--- src/prle_pkg.sv ---
// ============================================================================
// PackBits run-length decoder package
// Shared types and constants for the decoder core.
// ============================================================================
`default_nettype none

package prle_pkg;

    localparam int unsigned BYTE_W  = 8;
    localparam int unsigned SIZE_W  = 16;
    localparam int unsigned TOTAL_W = 17;

    localparam logic [SIZE_W-1:0] DEPACK_SIZE_RST = 16'd32000;

    // One decoded result.
    typedef struct packed {
        logic [BYTE_W-1:0] out_value;
        logic [BYTE_W-1:0] repeat_count;
        logic              last;
    } t_result;

    // Result handed from the decode stage to the output buffer.
    typedef struct packed {
        logic    vld;
        t_result res;
    } t_push;

endpackage

`default_nettype wire

--- src/prle_if.sv ---
// ============================================================================
// PackBits decoder channel interfaces
// Valid/ready channels for compressed bytes, results and the size register.
// ============================================================================
`default_nettype none

interface prle_src_if;
    logic       valid;
    logic       ready;
    logic [7:0] src_byte;

    modport source (output valid, output src_byte, input ready);
    modport sink   (input valid, input src_byte, output ready);
endinterface

interface prle_res_if;
    logic       valid;
    logic       ready;
    logic [7:0] out_value;
    logic [7:0] repeat_count;
    logic       last;

    modport source (output valid, output out_value, output repeat_count, output last,
                    input ready);
    modport sink   (input valid, input out_value, input repeat_count, input last,
                    output ready);
endinterface

interface prle_cfg_if;
    logic        valid;
    logic        ready;
    logic [15:0] depack_size;

    modport source (output valid, output depack_size, input ready);
    modport sink   (input valid, input depack_size, output ready);
endinterface

`default_nettype wire

--- src/packbits_rle_decoder_core.sv ---
// ============================================================================
// PackBits run-length decoder core
// Decodes a compressed byte stream into (value, repeat count, last) requests.
// ============================================================================
// Output: a result is registered in the output register or the skid entry
//   before it shows on o_res; header bytes are absorbed and produce nothing.
// Throughput: one compressed byte per cycle while the skid entry is free, set
//   by the state update in the decode stage; a one-entry skid keeps input
//   flowing while a result waits to be taken, and input stalls once it is full.
// Reset: synchronous, active low; the decoder waits for a header, the image
//   total clears and the image size returns to 32000.
`default_nettype none

module packbits_rle_decoder_core (
    input  wire logic  i_clk,
    input  wire logic  i_rst_n,
    prle_src_if.sink   i_src,
    prle_res_if.source o_res,
    prle_cfg_if.sink   i_cfg
);
    import prle_pkg::*;

    logic    w_accept;
    logic    w_ready;
    logic    w_valid;
    logic    w_pop;
    t_push   w_push;
    t_result w_res;

    // Size reg always writable; user must write it while core idle; unchecked.
    assign i_cfg.ready = 1'b1;

    assign i_src.ready = w_ready;
    assign w_accept    = i_src.valid && w_ready;
    assign w_pop       = o_res.ready;

    // Decode stage: tracks the group phase and the running image total, and
    // turns each literal or run data byte into one request.
    prle_dec u_dec (
        .i_clk      (i_clk),
        .i_rst_n    (i_rst_n),
        .i_accept   (w_accept),
        .i_byte     (i_src.src_byte),
        .i_cfg_we   (i_cfg.valid),
        .i_cfg_size (i_cfg.depack_size),
        .o_push     (w_push)
    );

    // Output register plus skid entry, so a stalled consumer does not stall
    // the byte in flight.
    prle_obuf u_obuf (
        .i_clk   (i_clk),
        .i_rst_n (i_rst_n),
        .i_push  (w_push),
        .i_pop   (w_pop),
        .o_ready (w_ready),
        .o_valid (w_valid),
        .o_res   (w_res)
    );

    assign o_res.valid        = w_valid;
    assign o_res.out_value    = w_res.out_value;
    assign o_res.repeat_count = w_res.repeat_count;
    assign o_res.last         = w_res.last;

    // A request is only formed from an accepted byte.
    a_push_needs_accept: assert property (@(posedge i_clk) disable iff (!i_rst_n)
        w_push.vld |-> w_accept)
        else $error("request formed without an accepted byte");

    // After every request the output holds a valid result in the next cycle.
    a_push_shows: assert property (@(posedge i_clk) disable iff (!i_rst_n)
        w_push.vld |=> o_res.valid)
        else $error("request lost after decode");

    // A stalled input implies a result is waiting at the output.
    a_stall_has_result: assert property (@(posedge i_clk) disable iff (!i_rst_n)
        !i_src.ready |-> o_res.valid)
        else $error("input stalled with empty output");

    // Requests never carry a zero repeat count.
    a_count_nonzero: assert property (@(posedge i_clk) disable iff (!i_rst_n)
        w_push.vld |-> (w_push.res.repeat_count != 8'd0))
        else $error("zero repeat count");

endmodule

`default_nettype wire

--- src/prle_dec.sv ---
// ============================================================================
// PackBits decode stage
// Group state, image total and size register; forms one result per data byte.
// ============================================================================
`default_nettype none

module prle_dec (
    input  wire logic                         i_clk,
    input  wire logic                         i_rst_n,
    input  wire logic                         i_accept,
    input  wire logic [prle_pkg::BYTE_W-1:0]  i_byte,
    input  wire logic                         i_cfg_we,
    input  wire logic [prle_pkg::SIZE_W-1:0]  i_cfg_size,
    output prle_pkg::t_push                   o_push
);
    import prle_pkg::*;

    localparam logic [1:0] PH_HEADER  = 2'd0;
    localparam logic [1:0] PH_LITERAL = 2'd1;
    localparam logic [1:0] PH_RUN     = 2'd2;

    logic [1:0]         r_phase,   n_phase;
    logic [BYTE_W-1:0]  r_lit,     n_lit;
    logic [BYTE_W-1:0]  r_run,     n_run;
    logic [TOTAL_W-1:0] r_total,   n_total;
    logic [SIZE_W-1:0]  r_size;

    logic [BYTE_W-1:0]  lit_m1;
    logic [BYTE_W-1:0]  add_val;
    logic [TOTAL_W-1:0] sum;
    logic [BYTE_W:0]    run_calc;
    logic               done;

    always_comb begin
        lit_m1   = r_lit - 8'd1;
        add_val  = (r_phase == PH_RUN) ? r_run : 8'd1;
        sum      = r_total + {{(TOTAL_W-BYTE_W){1'b0}}, add_val};
        done     = (sum >= {{(TOTAL_W-SIZE_W){1'b0}}, r_size});
        run_calc = 9'd257 - {1'b0, i_byte};

        n_phase = r_phase;
        n_lit   = r_lit;
        n_run   = r_run;
        n_total = r_total;
        o_push  = '0;

        if (i_accept) begin
            unique case (r_phase)
                PH_LITERAL: begin
                    o_push.vld              = 1'b1;
                    o_push.res.out_value    = i_byte;
                    o_push.res.repeat_count = 8'd1;
                    n_lit                   = lit_m1;
                    if (lit_m1 == '0) begin
                        n_phase         = PH_HEADER;
                        o_push.res.last = done;
                        n_total         = done ? '0 : sum;
                    end else begin
                        n_total = sum;
                    end
                end
                PH_RUN: begin
                    o_push.vld              = 1'b1;
                    o_push.res.out_value    = i_byte;
                    o_push.res.repeat_count = r_run;
                    o_push.res.last         = done;
                    n_phase                 = PH_HEADER;
                    n_total                 = done ? '0 : sum;
                end
                default: begin
                    // Header byte; the unused phase code is read as a header too.
                    if (!i_byte[BYTE_W-1]) begin
                        n_lit   = {1'b0, i_byte[BYTE_W-2:0]} + 8'd1;
                        n_phase = PH_LITERAL;
                    end else begin
                        n_run   = run_calc[BYTE_W-1:0];
                        n_phase = PH_RUN;
                    end
                end
            endcase
        end
    end

    always_ff @(posedge i_clk) begin
        if (!i_rst_n) begin
            r_phase <= PH_HEADER;
            r_lit   <= '0;
            r_run   <= '0;
            r_total <= '0;
            r_size  <= DEPACK_SIZE_RST;
        end else begin
            r_phase <= n_phase;
            r_lit   <= n_lit;
            r_run   <= n_run;
            r_total <= n_total;
            if (i_cfg_we) begin
                r_size <= i_cfg_size;
            end
        end
    end

endmodule

`default_nettype wire

--- src/prle_obuf.sv ---
// ============================================================================
// PackBits output buffer
// Result register with one skid entry behind it.
// ============================================================================
`default_nettype none

module prle_obuf (
    input  wire logic             i_clk,
    input  wire logic             i_rst_n,
    input  wire prle_pkg::t_push  i_push,
    input  wire logic             i_pop,
    output logic                  o_ready,
    output logic                  o_valid,
    output prle_pkg::t_result     o_res
);
    import prle_pkg::*;

    logic    r_out_v, n_out_v;
    logic    r_skd_v, n_skd_v;
    t_result r_out,   n_out;
    t_result r_skd,   n_skd;
    logic    pop;

    always_comb begin
        pop     = i_pop && r_out_v;
        n_out_v = r_out_v;
        n_skd_v = r_skd_v;
        n_out   = r_out;
        n_skd   = r_skd;
        if (r_skd_v) begin
            // No new request can arrive while the skid entry is occupied.
            if (pop) begin
                n_out   = r_skd;
                n_skd_v = 1'b0;
            end
        end else if (!r_out_v || pop) begin
            n_out   = i_push.res;
            n_out_v = i_push.vld;
        end else if (i_push.vld) begin
            n_skd   = i_push.res;
            n_skd_v = 1'b1;
        end
    end

    always_ff @(posedge i_clk) begin
        if (!i_rst_n) begin
            r_out_v <= 1'b0;
            r_skd_v <= 1'b0;
        end else begin
            r_out_v <= n_out_v;
            r_skd_v <= n_skd_v;
        end
        r_out <= n_out;
        r_skd <= n_skd;
    end

    assign o_ready = !r_skd_v;
    assign o_valid = r_out_v;
    assign o_res   = r_out;

endmodule

`default_nettype wire

--- src/flat_wrapper.sv ---
// flat-port wrapper written by rule: the top's interface ports become plain ports
module packbits_rle_decoder_core_flat import prle_pkg::*;
  (i_clk, i_rst_n, i_src_valid, i_src_src_byte, i_src_ready, o_res_valid, o_res_out_value, o_res_repeat_count, o_res_last, o_res_ready, i_cfg_valid, i_cfg_depack_size, i_cfg_ready);
  prle_src_if i_src_i ();
  prle_res_if o_res_i ();
  prle_cfg_if i_cfg_i ();
  input  wire logic i_clk;
  input  wire logic i_rst_n;
  input wire logic [$bits(i_src_i.valid)-1:0] i_src_valid;
  input wire logic [$bits(i_src_i.src_byte)-1:0] i_src_src_byte;
  output wire logic [$bits(i_src_i.ready)-1:0] i_src_ready;
  output wire logic [$bits(o_res_i.valid)-1:0] o_res_valid;
  output wire logic [$bits(o_res_i.out_value)-1:0] o_res_out_value;
  output wire logic [$bits(o_res_i.repeat_count)-1:0] o_res_repeat_count;
  output wire logic [$bits(o_res_i.last)-1:0] o_res_last;
  input wire logic [$bits(o_res_i.ready)-1:0] o_res_ready;
  input wire logic [$bits(i_cfg_i.valid)-1:0] i_cfg_valid;
  input wire logic [$bits(i_cfg_i.depack_size)-1:0] i_cfg_depack_size;
  output wire logic [$bits(i_cfg_i.ready)-1:0] i_cfg_ready;
  assign i_src_i.valid = i_src_valid;
  assign i_src_i.src_byte = i_src_src_byte;
  assign i_src_ready = i_src_i.ready;
  assign o_res_valid = o_res_i.valid;
  assign o_res_out_value = o_res_i.out_value;
  assign o_res_repeat_count = o_res_i.repeat_count;
  assign o_res_last = o_res_i.last;
  assign o_res_i.ready = o_res_ready;
  assign i_cfg_i.valid = i_cfg_valid;
  assign i_cfg_i.depack_size = i_cfg_depack_size;
  assign i_cfg_ready = i_cfg_i.ready;
  packbits_rle_decoder_core u_core (.i_clk(i_clk), .i_rst_n(i_rst_n), .i_src(i_src_i), .o_res(o_res_i), .i_cfg(i_cfg_i));
endmodule
--- config.mk ---
export PLATFORM = sky130hd
export DESIGN_NAME = packbits_rle_decoder_core_flat
export DESIGN_NICKNAME = d
export VERILOG_FILES = /design/src/prle_pkg.sv /design/src/prle_if.sv /design/src/packbits_rle_decoder_core.sv /design/src/prle_dec.sv /design/src/prle_obuf.sv /design/src/flat_wrapper.sv
export SDC_FILE = /design/constraint.sdc
export NUM_CORES = 1
export LEC_CHECK = 0
export BUFFER_PORTS_ARGS = -buffer_cell sky130_fd_sc_hd__buf_2
export CAP_MARGIN = 20
export CORE_MARGIN = 5
export CORE_UTILIZATION = 45
export DETAILED_ROUTE_END_ITERATION = 8
export SYNTH_ARGS = -nofsm -noshare
export SYNTH_HDL_FRONTEND = slang
export SYNTH_SLANG_ARGS = --single-unit
--- constraint.sdc ---
create_clock -name i_clk -period 5.47 [get_ports i_clk]
set_clock_uncertainty 0.15 [all_clocks]
set_input_delay 1.094 -clock i_clk [delete_from_list [all_inputs] [get_ports i_clk]]
set_output_delay 1.094 -clock i_clk [all_outputs]
set_load 0.01 [all_outputs]
Yosys cells after proc, flatten, opt, wreduce, memory -nomap -nowiden --
Cells that the tools add are included.
Cells by class: add/subtract/negate cells 4, magnitude comparators 1, eq/ne operators 5, muxes and demuxes 19, bitwise logic cells 4, reduce and logical (&&, ||, !) cells 16
Operator list (count):
- $mux W17 | 5
- $pmux W18 S2 | 1
- $pmux W17 S2 | 1
- $mux W18 | 1
- $add A17 B8 Y17 | 1
- $ge A17 B16 Y1 | 1
- $mux W8 | 2
- $pmux W8 S2 | 1
- $reduce_and A3 Y1 | 3
- $add A7 B1 Y8 const B | 1
- $logic_not A8 Y1 | 1
- $reduce_and A2 Y1 | 4
- $sub A1 B8 Y8 const A | 1
- $sub A8 B1 Y8 const B | 1
- $mux W1 | 5
- $mux W2 | 2
- $ne A2 B1 Y1 const B | 2
- $not A1 Y1 | 4
- $pmux W2 S2 | 1
- $reduce_bool A2 Y1 | 2
- $eq A2 B1 Y1 const B | 1
- $eq A2 B2 Y1 const B | 1
- $logic_and A1 B1 Y1 | 2
- $logic_not A1 Y1 | 2
- 3 further kinds | 3
Storage, ports and cells: register bits 87

Logic depth before layout (Yosys ltp) --
Gate-level depths: netlist (run 1).
depth in word-level cells 10, gate-level depth with buffers 24

Hierarchy --
A second synthesis (run 1) with hierarchy kept.
Second synthesis, totals: cell total of the unflattened synthesis 512, area, all modules 4794.6 sq um
Modules (own cells, without submodules):
- prle_dec | instances 1, cells each 444, area an instance 3438.3 sq um
- prle_obuf | instances 1, cells each 65, area an instance 1338.8 sq um
- packbits_rle_decoder_core | instances 1, cells each 3, area an instance 17.5 sq um

Worst setup path after synthesis (run 1) --
Ideal clock, no wire load.
kind reg-to-reg, start register u_core.u_dec.r_phase[0], end register u_core.u_obuf.r_out (netlist bit u_core.u_obuf.o_res[0]) (data pin), arrival 4275 ps, slack 789 ps, cell stages (with the launch flop) 24, path buffers 2, period minus slack after synthesis 4681 ps, cell sequence dfxtp_1 inv_1 ha_1 buf_4 clkbuf_1 nand2b_1 ha_1 inv_1 fa_1 nor2b_1 maj3_2 a41oi_1 a21o_2 nor2_1 xnor2_1 inv_1 ha_1 a211oi_1 o21ai_0 a22oi_1 nand4b_1 mux2i_2 nor2_1 a22o_1
RTL lines:
- start: declaration | line prle_dec.sv:22 | logic [1:0] r_phase, n_phase;
- start signal: assignment | line prle_dec.sv:92 | r_phase <= n_phase;
- end signal: assignment | line prle_obuf.sv:53 | r_out <= n_out;
- end: declaration | line prle_obuf.sv:20 | t_result r_out, n_out;

Worst setup path in the final report (run 1) --
start register u_core.u_dec.r_phase[0], end register u_core.u_dec.r_total[15]
On the way: longest elaborated chain between the ends 7
RTL lines:
- $eq A2 B2 Y1 | line prle_dec.sv:36, prle_dec.sv:48
- $mux W8 | line prle_dec.sv:36 | add_val = (r_phase == PH_RUN) ? r_run : 8'd1;
- $add A17 B8 Y17 | line prle_dec.sv:37 | sum = r_total + {{(TOTAL_W-BYTE_W){1'b0}}, add_val};
- $ge A17 B16 Y1 | line prle_dec.sv:38 | done = (sum >= {{(TOTAL_W-SIZE_W){1'b0}}, r_size});
- $mux W17 | line prle_dec.sv:57, prle_dec.sv:68
- $mux W17 | line prle_dec.sv:54 | if (lit_m1 == '0) begin
- $pmux W17 S2 | line prle_dec.sv:48 | unique case (r_phase)
- end signal: assignment | line prle_dec.sv:95 | r_total <= n_total;
- end: declaration | line prle_dec.sv:25 | logic [TOTAL_W-1:0] r_total, n_total;
Parallel ways exist; a longest one is shown, timed or not. A chain may end at the register's enable or synchronous reset.

==> flow_summary.json, run 1 <==
{
  "status": "finished, final reports clean",
  "fillers": 999,
  "synth_ff_type": "dfxtp_1",
  "seq_area_frac_synth_pct": 43.02,
  "globalRoute.busiestLayer": "met2",
  "fp-row-count": 37,
  "hold_class": "register to register",
  "synth.distinct_cells": 56,
  "core_area_mm2": 0.01042,
  "vdd.ir_drop.worst_mv": 0.1554,
  "relSlewSlack_pct": 29.37,
  "drt_iter0_drc": 254,
  "antenna_found_initial": 0,
  "globalRoute.totalOverflow": 0,
  "area_growth_syn_to_layout_pct": 10.75,
  "dp_slack_ns": 0.5378,
  "dr_total_vias": 3848,
  "first_pass_iters": 4,
  "finalMaxSlewViolations": 0,
  "syn-num-nets": 587,
  "async_flop_share_pct": 0,
  "critPathKind": "register to register",
  "tightestPinTransition_ns": 1.059,
  "mostFrequentLayoutCells": "dfxtp_1 (53), buf_2 (47), nor2_1 (41)",
  "cts_buffers": 9,
  "grt_pass1_vias": 3645,
  "post-route-period-util_pct": 91.65,
  "worstPathArrival_ns": 5.15,
  "drv_cap": 0,
  "synth_area_per_cell_um2": 9.166,
  "cp_cell_sequence": "inv_1, ha_1, nand2b_1, ha_1, inv_1, fa_1, nor2b_1, maj3_2, a41oi_1, a21o_2, nor2_1, xnor2_1, inv_1, ha_1, a211oi_1, o21ai_0, a22oi_1, nand4b_1, mux2i_2, buf_4, o211ai_1, a31oi_1",
  "yosysWarnings": 0,
  "cts_htree_levels": 3,
  "rsz0062_at_grt": "false",
  "hold_viol_final": 0,
  "use_met3_pct": 3.820,
  "cp.required_ns": 5.61,
  "drt_wl_total_um": 10970,
  "postCtsSetupBuffers": 0,
  "gr-usage-all-layers_pct": 17.57,
  "clockBufferDepth": 2,
  "cts_resized": 0,
  "diodes": 0,
  "cts-root-buf": "clkbuf_8",
  "drcViolationCount": 0,
  "synthCells": 528,
  "synth_edf_count": 34,
  "clock_sinks": 87,
  "die_area_mm2": 0.01293,
  "grt_pass1_wl_um": 18270,
  "grt_max_degree": 39,
  "fmax_ghz": 0.1995,
  "fin_hold_ws_ns": 0.3203,
  "initial_core_util_pct": 46.46,
  "netlist_area_mm2": 0.004840,
  "power_density_mw_per_mm2": 250.3,
  "drive_gt1_share_pct": 13.73,
  "worst_path_max_delay_cell": "fa_1",
  "via_per_inst": 5.466,
  "cp_top_family": "adder cells",
  "final.setup.tns_ns": 0,
  "hpwlAfterDp_um": 7932,
  "clk_latency_ns": 0.37,
  "nets": 622,
  "postCtsHoldBufs": 0,
  "critical_path.max_stage_delay_ns": 0.41,
  "die_h_um": 113.7,
  "die_width_um": 113.7,
  "routedWlPerCell_um": 15.59,
  "path_max_fanout": 19,
  "grt_use_met2_pct": 27.29,
  "ioPinCount": 49,
  "path_buf_inv": 4,
  "period_needed_ns": 5.013,
  "final_common_cell": "dfxtp_1",
  "setup_slack_ns": 0.4567,
  "port_buffers": 47,
  "setup_viol": 0,
  "ys_seq_elements": 87,
  "gp_congestion": 0.8195,
  "gr-usage-met1_pct": 25.29,
  "leakage_nw": 2.352,
  "critPathLaunchType": "register",
  "cts_tree": "built",
  "path_clk_slew_ns": 0.10,
  "end_kind": "register",
  "drtAntennaViolNets": 0
}
==> per-stage QoR <==
step	utilization [%]	power, mW	instance area, µm²	instances
final	51.46	1.341	5360	704
after detailed placement	49.62	0.9078	5169	688
after floorplan	-	0.8516	4840	528
after CTS	51.46	1.359	5360	704
after global placement	49.62	0.9035	5169	688
after global routing	51.46	1.410	5360	704
==> final cells by class <==
| type | instances | area [µm²] | area share, % |
|---|---|---|---|
| Inverter | 37 | 138.9 | 2.591 |
| Tap cell | 136 | 170.2 | 3.175 |
| Multi-Input combinational cell | 374 | 2490 | 46.45 |
| Clock inverter | 7 | 67.56 | 1.261 |
| Sequential cell | 87 | 2082 | 38.84 |
| Timing Repair Buffer | 54 | 287.8 | 5.369 |
| Clock buffer | 9 | 123.9 | 2.311 |
==> metal layers <==
layer  share of wire [%]  wire length, µm  vias up
met1                  49             5399     1807
li1                    -                -     1947
met4                0.86               94        0
met3                 5.0              549        9
met5                   0                0        -
met2                  45             4930       85
==> registers in the layout (all words and copies together), names as in the netlist <==
name / cells
u_core.u_obuf.r_skd: 17
u_core.u_obuf.o_res: 17
u_core.u_obuf.o_valid: 1
u_core.u_dec.r_run: 8
u_core.u_dec.r_phase: 2
u_core.u_obuf.r_skd_v: 1
u_core.u_dec.r_total: 17
u_core.u_dec.r_size: 16
u_core.u_dec.r_lit: 8
==> Yosys cell counts (6+ instances only) <==
cell,instances,area [µm²]
a21o_1,16,120.1
a21oi_1,35,175.2
a211oi_1,9,67.56
mux2i_1,12,120.1
clkbuf_1,19,71.32
xor2_1,7,61.31
and2_1,16,100.1
nor2_1,41,153.9
o21ai_0,17,85.08
nand4_1,7,43.79
nand3_1,13,65.06
nand2_1,39,146.4
xnor2_1,20,175.2
nor4_1,6,37.54
o211ai_1,15,112.6
ha_1,29,362.9
and3_1,8,50.05
nor2b_1,10,62.56
nor3_1,12,60.06
o22ai_1,7,43.79
inv_1,37,138.9
edfxtp_1,34,1021
dfxtp_1,53,1061
==> worst register-to-register path, stage by stage (launching register included) <==
cell and delay, ns:
dfxtp_1 0.37, inv_1 0.05, ha_1 0.39, nand2b_1 0.17, ha_1 0.20, inv_1 0.07, fa_1 0.41, nor2b_1 0.17
maj3_2 0.23, a41oi_1 0.19, a21o_2 0.34, nor2_1 0.13, xnor2_1 0.15, inv_1 0.07, ha_1 0.31, a211oi_1 0.24
o21ai_0 0.13, a22oi_1 0.28, nand4b_1 0.15, mux2i_2 0.21, buf_4 0.23, o211ai_1 0.13, a31oi_1 0.16
==> logic make-up (layout without fill, tap and decap cells) <==
group	Yosys count	count (layout)	synth area share, %
simple gates	180	180	19.24
compound gates	121	121	16.13
flops	87	87	43.02
buf+inv	67	107	5.532
fa+ha+maj	32	32	8.351
xor+xnor	27	27	4.886
mux	13	13	2.766
other cells	1	1	0.07749
==> power by group <==
group | switching (mW) | leakage [nW] | internal, mW
clock | 0.270 | 0.0962 | 0.179
sequential | 0.0163 | 0.791 | 0.699
combinational | 0.109 | 1.46 | 0.0688
total | 0.395 | 2.35 | 0.946
==> path summary, 6_finish.rpt <==
check,endpoint,startpoint,cells after the start,slack [ns]
worst max register to register,u_core.u_dec.r_total[15],u_core.u_dec.r_phase[0],22,0.46
worst min register to register,u_core.u_dec.r_total[7],u_core.u_dec.r_total[7],2,0.32
worst min-delay path,u_core.u_dec.r_total[7],u_core.u_dec.r_total[7],2,0.32
worst max-delay path,u_core.u_dec.r_total[15],u_core.u_dec.r_phase[0],22,0.46
Note: power is estimated with default switching activity, not from simulation.
==> run 2, diff against run 1 <==
--- a/config.mk
+++ b/config.mk
@@ -10,6 +10,7 @@
 export CORE_MARGIN = 5
 export CORE_UTILIZATION = 45
 export DETAILED_ROUTE_END_ITERATION = 8
+export MAX_ROUTING_LAYER = met4
 export SYNTH_ARGS = -nofsm -noshare
 export SYNTH_HDL_FRONTEND = slang
 export SYNTH_SLANG_ARGS = --single-unit
==> run 2 against run 1 <==
Die area unchanged. Total power about the same. Global-route usage rose by 0.55 points. Largest power group unchanged.
==> flow_summary.json, run 2 (synthesis gave the netlist of run 1 again) <==
{
  "status": "finished, final reports clean",
  "fin_hold_ws_ns": 0.3209,
  "dpl_cell_area_mm2": 0.005169,
  "cts_tree": "built",
  "hpwlAfterDp_um": 7932,
  "fin_cells": 704,
  "drt_iter0_drc": 296,
  "worstPathArrival_ns": 5.18,
  "cp_cell_sequence": "inv_1, ha_1, nand2b_1, ha_1, inv_1, fa_1, nor2b_1, maj3_2, a41oi_1, a21o_2, nor2_1, xnor2_1, inv_1, ha_1, a211oi_1, o21ai_0, a22oi_1, nand4b_1, mux2i_2, buf_4, o211ai_1, a31oi_1",
  "critPathKind": "register to register",
  "cp_top_family": "adder cells",
  "relSlewSlack_pct": 30.15,
  "power.net_switching_uw": 395.1,
  "ioPinCount": 49,
  "initial_core_util_pct": 46.46,
  "routedWlPerCell_um": 15.61,
  "path_clk_slew_ns": 0.10,
  "fp-row-count": 37,
  "postCtsHoldBufs": 0,
  "hold_class": "register to register",
  "tightestPinTransition_ns": 1.048,
  "reg2reg_depth": 22,
  "final_common_cell": "dfxtp_1",
  "path_max_fanout": 19,
  "die_h_um": 113.7,
  "area_growth_syn_to_layout_pct": 10.75,
  "gr-usage-all-layers_pct": 18.12,
  "p_comb_share_pct": 13.2,
  "drt_wl_total_um": 10990,
  "via_per_inst": 5.462,
  "pwr-share-seq_pct": 53.3,
  "cts_resized": 0,
  "hold_viol_final": 0,
  "critPathLaunch": "u_core.u_dec.r_phase[0]",
  "cp.required_ns": 5.61,
  "die_width_um": 113.7,
  "critical_path.max_stage_delay_ns": 0.41,
  "critPathLaunchType": "register",
  "drv_cap": 0,
  "antenna_found_initial": 0,
  "mostFrequentLayoutCells": "dfxtp_1 (53), buf_2 (47), nor2_1 (41)",
  "postCtsSetupBuffers": 0,
  "design_area_mm2": 0.005360,
  "fillers": 999,
  "cts_buffers": 9,
  "finalMaxSlewViolations": 0,
  "die_area_mm2": 0.01293,
  "fmax_ghz": 0.1982,
  "timing.reg2reg.setup_slack_ns": 0.43,
  "rr_endpoint": "u_core.u_dec.r_total[15]",
  "path_buf_inv": 4,
  "clockPowerShare_pct": 33.5,
  "clock_sinks": 87,
  "drcViolationCount": 0,
  "period_needed_ns": 5.045,
  "grt_pass1_vias": 3633,
  "final.setup.tns_ns": 0,
  "p_int_uw": 946.2,
  "cp.depth": 22,
  "end_kind": "register",
  "setup_viol": 0,
  "nets": 622,
  "first_pass_iters": 5,
  "worst_path_max_delay_cell": "fa_1",
  "cts_htree_levels": 3,
  "clk_latency_ns": 0.37,
  "rsz0062_at_grt": "false",
  "port_buffers": 47,
  "diodes": 0,
  "cts-root-buf": "clkbuf_8",
  "grt_max_degree": 39,
  "r2r-start": "u_core.u_dec.r_phase[0]",
  "post-route-period-util_pct": 92.22,
  "endpoint": "u_core.u_dec.r_total[15]",
  "post-place-cells": 688,
  "grt_pass1_wl_um": 18290,
  "clockBufferDepth": 2,
  "power_density_mw_per_mm2": 250.2,
  "gp_congestion": 0.8318,
  "leakage_nw": 2.352,
  "vdd.ir_drop.worst_mv": 0.1561,
  "swShare_pct": 29.45,
  "drtAntennaViolNets": 0,
  "dr_total_vias": 3845,
  "core_area_mm2": 0.01042,
  "globalRoute.totalOverflow": 0,
  "drive_gt1_share_pct": 13.73
}
run 2: cell counts in the layout (fill, tap and decap cells not counted):
No cell type changed its count.
run 2: power by group through the flow:
stage          sequential [mW]  clock, mW  combinational (mW)
6_report                 0.715      0.449               0.177
5_1_grt                  0.719      0.491               0.201
4_1_cts                  0.715      0.464               0.179
3_5_place_dp             0.730          0               0.178
3_3_place_gp             0.729          0               0.174
2_1_floorplan            0.732          0               0.120
run 2: cell type report:
class / count / area (µm²) / area share, %
Tap cell: 136 / 170.2 / 3.175
Clock buffer: 9 / 123.9 / 2.311
Sequential cell: 87 / 2082 / 38.84
Timing Repair Buffer: 54 / 287.8 / 5.369
Clock inverter: 7 / 67.56 / 1.261
Multi-Input combinational cell: 374 / 2490 / 46.45
Inverter: 37 / 138.9 / 2.591
run 2: metal layers:
metal  routed length [µm]  GRT usage [%]
met2                 4972          27.09
met4                   81          3.446
met3                  556          3.820
met1                 5377          25.56
met5                    0              -
run 2: worst register-to-register path: cells and delay by family, from the launching register on:
family	cells	cell delay (ns)
buffers and inverters	4	0.42
muxes	1	0.21
and+or+nand+nor	4	0.63
adders and majority gates	5	1.55
xor gates and xnor gates	1	0.15
DFF	1	0.37
AOI/OAI and AO/OA	7	1.47
run 2: stage by stage:
stage	util, %	worst slack, ns	power [mW]
6_report	51.46	0.4253	1.341
5_1_grt	51.46	0.02283	1.411
4_1_cts	51.46	0.5149	1.359
3_5_place_dp	49.62	0.5378	0.9078
3_3_place_gp	49.62	0.6819	0.9035
2_1_floorplan	-	0.7887	0.8516
run 2: worst min-delay path by stage:
stage / startpoint / endpoint / cells after the start
floorplan: u_core.u_dec.r_total[0] / u_core.u_dec.r_total[0] / 2
global placement: u_core.u_dec.r_total[4] / u_core.u_dec.r_total[4] / 2
detailed placement: u_core.u_dec.r_total[7] / u_core.u_dec.r_total[7] / 2
CTS: u_core.u_dec.r_total[7] / u_core.u_dec.r_total[7] / 2
global route: u_core.u_dec.r_total[5] / u_core.u_dec.r_total[5] / 2
finish: u_core.u_dec.r_total[7] / u_core.u_dec.r_total[7] / 2
